===== config.mk =====
export PLATFORM = sky130hd
export DESIGN_NAME = icv_mac
export DESIGN_NICKNAME = d
export VERILOG_FILES = /design/src/rtl/icv_pkg.sv /design/src/rtl/icv_mac.sv
export SDC_FILE = /design/constraint.sdc
export NUM_CORES = 1
export LEC_CHECK = 0
export ABC_CLOCK_PERIOD_IN_PS = 13400
export BUFFER_PORTS_ARGS = -buffer_cell sky130_fd_sc_hd__buf_2
export CAP_MARGIN = 20
export CORE_AREA = 2 2 254 256
export DETAILED_ROUTE_END_ITERATION = 7
export DIE_AREA = 0 0 256 258
export PLACE_DENSITY = 0.59
export SLEW_MARGIN = 20
export SYNTH_ARGS = -nofsm -noshare
export SYNTH_HDL_FRONTEND = slang
export SYNTH_SLANG_ARGS = --single-unit

===== constraint.sdc =====
create_clock -name vclk -period 13.4
set_input_delay 0.67 -clock vclk [all_inputs]
set_output_delay 0.67 -clock vclk [all_outputs]
set_load 0.03 [all_outputs]

===== src/rtl/icv_pkg.sv =====
`default_nettype none

package icv_pkg;

    localparam int KERNEL_SIZE = 3;
    localparam int MAX_HEIGHT  = 1024;
    localparam int CFG_IDX_W   = 3;
    localparam int CFG_DATA_W  = 24;
    localparam int DIM_W       = 11;
    localparam int POS_W       = 10;
    localparam int SUM_W       = 21;

    // register indexes
    localparam logic [CFG_IDX_W-1:0] CFG_COEF_TOP    = 3'd0;
    localparam logic [CFG_IDX_W-1:0] CFG_COEF_MIDDLE = 3'd1;
    localparam logic [CFG_IDX_W-1:0] CFG_COEF_BOTTOM = 3'd2;
    localparam logic [CFG_IDX_W-1:0] CFG_WIDTH       = 3'd3;
    localparam logic [CFG_IDX_W-1:0] CFG_HEIGHT      = 3'd4;

    localparam logic [CFG_DATA_W-1:0] COEF_TOP_RST    = 24'h00FF00;
    localparam logic [CFG_DATA_W-1:0] COEF_MIDDLE_RST = 24'hFF05FF;
    localparam logic [CFG_DATA_W-1:0] COEF_BOTTOM_RST = 24'h00FF00;
    localparam logic [DIM_W-1:0]      WIDTH_RST       = 11'd640;
    localparam logic [DIM_W-1:0]      HEIGHT_RST      = 11'd480;

    typedef struct packed {
        logic [7:0] pixel;
        logic       frame_start;
    } icv_in_t;

    typedef struct packed {
        logic [7:0]       out_pixel;
        logic [POS_W-1:0] out_row;
        logic [POS_W-1:0] out_col;
        logic             frame_last;
    } icv_out_t;

    // [row][col], row 0 is the oldest line, col 0 the oldest column
    typedef logic [KERNEL_SIZE-1:0][KERNEL_SIZE-1:0][7:0] icv_win_t;
    typedef logic [KERNEL_SIZE-1:0][CFG_DATA_W-1:0]       icv_coef_t;

endpackage

`default_nettype wire


===== src/rtl/icv_mac.sv =====
`default_nettype none

module icv_mac (
    input  wire icv_pkg::icv_win_t  win,
    input  wire icv_pkg::icv_coef_t coef,
    output logic [7:0]              sat_pixel
);

    import icv_pkg::*;

    logic signed [16:0]      prod [KERNEL_SIZE][KERNEL_SIZE];
    logic signed [18:0]      row_sum [KERNEL_SIZE];
    logic signed [SUM_W-1:0] total;

    always_comb
    begin
        for (int i = 0; i < KERNEL_SIZE; i++)
        begin
            for (int j = 0; j < KERNEL_SIZE; j++)
            begin
                prod[i][j] = $signed({1'b0, win[i][j]}) * $signed(coef[i][8*j +: 8]);
            end
            row_sum[i] = 19'(prod[i][0]) + 19'(prod[i][1]) + 19'(prod[i][2]);
        end
        total = SUM_W'(row_sum[0]) + SUM_W'(row_sum[1]) + SUM_W'(row_sum[2]);
    end

    // clamp to 0..255
    always_comb
    begin
        if (total < 0)
            sat_pixel = 8'd0;
        else if (total > SUM_W'(255))
            sat_pixel = 8'd255;
        else
            sat_pixel = total[7:0];
    end

endmodule

`default_nettype wire


== Yosys cells after proc, flatten, opt, wreduce, memory -nomap -nowiden ==
Index checks and enable logic that the tools add are counted.

* Register bits after elaboration: 0
* Input port bits: 144
* Output and inout port bits: 8
* Logic and storage cells: 21

* Add/sub/neg operators: 8
* Multiply operators: 9
* $lt $le $gt $ge: 2
* Muxes and demuxes: 2

{| class="wikitable"
|+ Operators by type and width
! operator !! count
|-
| multiplier 9 x 8 -> 17 bit || 9
|-
| adder 18 x 17 -> 19 bit || 3
|-
| adder 17 x 17 -> 18 bit || 3
|-
| adder 20 x 19 -> 21 bit || 1
|-
| greater-than comparator 21 x 9 -> 1 bit, second input constant || 1
|-
| < comparator 21 x 1 -> 1 bit, second input constant || 1
|-
| adder 19 x 19 -> 20 bit || 1
|-
| two-way mux 8 bit || 2
|}

== Logic depth before layout (Yosys ltp) ==
* Depth in word-level cells: 8
* Mapped depth: 30

== Worst setup path after synthesis ==
OpenSTA, ideal clock, no wires.

* Kind: input-to-output
* From: in coef[28] (netlist bit)
* To: out sat_pixel[5]
* Arrival: 8.441 ns
* Path slack: 4.289 ns
* Stages: 27
* Path buffers: 1
* Path through: clkbuf_1 > nand2_1 > fa_1 > inv_1 > fa_1 > inv_1 > fa_1 > inv_1 > fa_1 > inv_1 > fa_1 > inv_1 > fa_1 > inv_1 > fa_1 > fa_1 > fa_1 > inv_1 > fa_1 > ha_1 > and3_2 > a221oi_1 > mux2_2 > nor4_2 > o211ai_1 > a2111oi_4 > a21oi_1

* Longest elaborated chain between the ends: 8

{| class="wikitable"
|+ RTL lines
! item !! RTL line !! text
|-
| from (decl) || icv_mac.sv:5 || <nowiki>input wire icv_pkg::icv_coef_t coef,</nowiki>
|-
| multiplier 9 x 8 -> 17 bit (*) || icv_mac.sv:21 || <nowiki>prod[i][j] = $signed({1'b0, win[i][j]}) * $signed(coef[i][8*j +: 8]);</nowiki>
|-
| adder 17 x 17 -> 18 bit (*) || icv_mac.sv:23 || <nowiki>row_sum[i] = 19'(prod[i][0]) + 19'(prod[i][1]) + 19'(prod[i][2]);</nowiki>
|-
| adder 18 x 17 -> 19 bit (*) || icv_mac.sv:23 ||
|-
| adder 19 x 19 -> 20 bit (*) || icv_mac.sv:25 || <nowiki>total = SUM_W'(row_sum[0]) + SUM_W'(row_sum[1]) + SUM_W'(row_sum[2]);</nowiki>
|-
| adder 20 x 19 -> 21 bit (*) || icv_mac.sv:25 ||
|-
| greater-than comparator 21 x 9 -> 1 bit || icv_mac.sv:33 || <nowiki>else if (total > SUM_W'(255))</nowiki>
|-
| two-way mux 8 bit || icv_mac.sv:33 ||
|-
| two-way mux 8 bit (*) || icv_mac.sv:31 || <nowiki>if (total < 0)</nowiki>
|-
| to (decl) || icv_mac.sv:6 || <nowiki>output logic [7:0] sat_pixel</nowiki>
|}

Mark *: on every way between the ends. The rest lies on a longest branch, timed or not.

== Final worst setup path ==
* From: in coef[31] (netlist bit)
* To: out sat_pixel[6]

Same word-level chain as after synthesis.

==> flow_summary.ini <==
[route]
antenna_left = 0
num_vias = 15099
drt-wirelength-per-cell_um = 18.2
drtIter0Drc = 814
drc = 0
viasPerCell = 4.56
wl_um = 60200
firstDrtPassIters = 5

[worst_hold_path]
min_path_type = input pin to output port
hold_path.startpoint = win[0]

[synthesis]
synth_area_leaders = fa_1 (52%), ha_1 (17%), inv_1 (13%)
synth_compound_area_share_pct = 2.23
syn_avg_cell_area_sq_um = 9.51
yosys.area.top_type = fa_1
synth_cell_types = 47
yosys.area_share.xor_xnor_pct = 0.718
synth.area.mux_share_pct = 0.0969
synth_top_family_by_area = adder cells
ys_seq_area_share_pct = 0
yosysTopAreaCellShare_pct = 52.4
syn-instance-count = 2307
syn_nets = 3321
yosysWarnings = 0
netlist_area_sq_um = 21900
synth_adder_area_share_pct = 69.2
yosys.area_share.simple_pct = 15.0

[layout]
drive_gt1_share_pct = 6.56
multi_input_area_sq_um = 19100
design.seq.count = 0
seqCellArea_sq_um = 0
syn_to_final_growth_pct = 8.26
fillers = 6550
clock_buffers = 0
nets = 3471

[floorplan]
fp.dieH_um = 258
die_w_um = 256
fp.dieArea_sq_um = 66000
rows = 93
start_util_pct = 34.5
num_io_pins = 152
coreArea_sq_um = 63600

[clock_network]
cts_resized = 0
postCtsSetupRepairBufs = 0
cts.hold.buffers_added = 0

[global_routing]
grt.overflow.total = 0
grt_use_total_pct = 18.8
grt_max_degree = 14
first_global_vias = 17348
antenna_found_initial = 2
grt_pass1_wl_um = 96700

[sta]
max_freq_ghz = 0.102
rsz0062_at_grt = false
setup_viol = 0
drv_slew = 0
hold_viol = 0
slew_headroom_pct = 53.3
finalCritPeriodShare_pct = 73.5
worstMarginPinSlew_ns = 0.696
setup_tns_ns = 0
min_period_ns = 9.85

[worst_setup_path]
crit_path_end_kind = output port
critPathLaunch = coef[31]
cp_top_family = adder cells
critPathMaxFanout = 8
crit_path_frequent_cell = fa_1
start_kind = input pin
crit_buf_inv = 9
arrival_ns = 9.18
path_class = input pin to output port
slowest_stage = fa_1
crit_required_ns = 12.73
slowest_delay_ns = 0.60

[placement]
dp.final_hpwl_um = 56000
port-buffer-count = 152
gp_congestion = 0.907

[job]
drv_cap = 0

[status]
outcome = complete, no violations
[synthesized netlist by cell type (3+ instances only)]
cell type and count:
a21o_1 9, a21oi_1 17, a31oi_1 3, and2_1 343, fa_1 574, ha_1 296, inv_1 740, nand2_1 166
nand2b_1 26, nor2_1 43, nor2b_1 15, nor3_1 4, o211ai_1 4, o21a_1 8, o21ai_0 3, xnor2_1 14
xor2_1 4
[routing by layer]
metal | GRT usage, % | vias up | part of all wire (%)
li1 | - | 6886 | -
met1 | 25.4 | 7840 | 44
met2 | 33.4 | 304 | 50
met3 | 1.16 | 67 | 3.0
met4 | 3.85 | 2 | 2.4
met5 | 0 | - | 0.027
[cells in the final DEF, fill, tap and decap left out, types with 3 or more instances in the layout]
cell      synthesis  routed
o211ai_1          4       4
nand2b_1         26      26
and2_1          343     343
nor2b_1          15      15
inv_1           740     740
a21oi_1          17      17
buf_2             0     152
o21a_1            8       8
ha_1            296     296
nor3_1            4       4
xor2_1            4       4
fa_1            574     574
a21o_1            9       9
xnor2_1          14      14
nor2_1           43      43
o21ai_0           3       3
a31oi_1           3       3
nand2_1         166     166
[path summary, 6_finish.rpt]
| path | slack, ns | cells past startpoint | endpoint |
|---|---|---|---|
| min | 2.38 | 8 | sat_pixel[0] |
| max | 3.55 | 28 | sat_pixel[6] |
[cells by family (layout without fill, tap and decap cells)]
family          after synthesis  after routing
mux                           2              2
simple gates                608            608
compound gates               64             64
xor+xnor                     18             18
fa+ha+maj                   870            870
other cells                   0              1
buf+inv                     745            893
[area by class of cell]
type / count / share of cell area, %
Antenna cell: 1 / 0.0105
Inverter: 741 / 11.7
Multi-Input combinational cell: 1562 / 80.6
Tap cell: 855 / 4.50
Timing Repair Buffer: 152 / 3.20
[metrics by stage]
step	std cells	utilization, %	worst slack [ns]	cell area, sq um	hold WS, ns
final	3311	37.3	3.55	23800	2.38
after floorplan	2307	-	4.29	21900	2.00
after global routing	3310	37.3	3.23	23800	2.45
after CTS	3310	37.3	3.53	23800	2.41
after detailed placement	3310	37.3	3.50	23800	2.39
after global placement	3310	37.3	3.65	23800	2.39
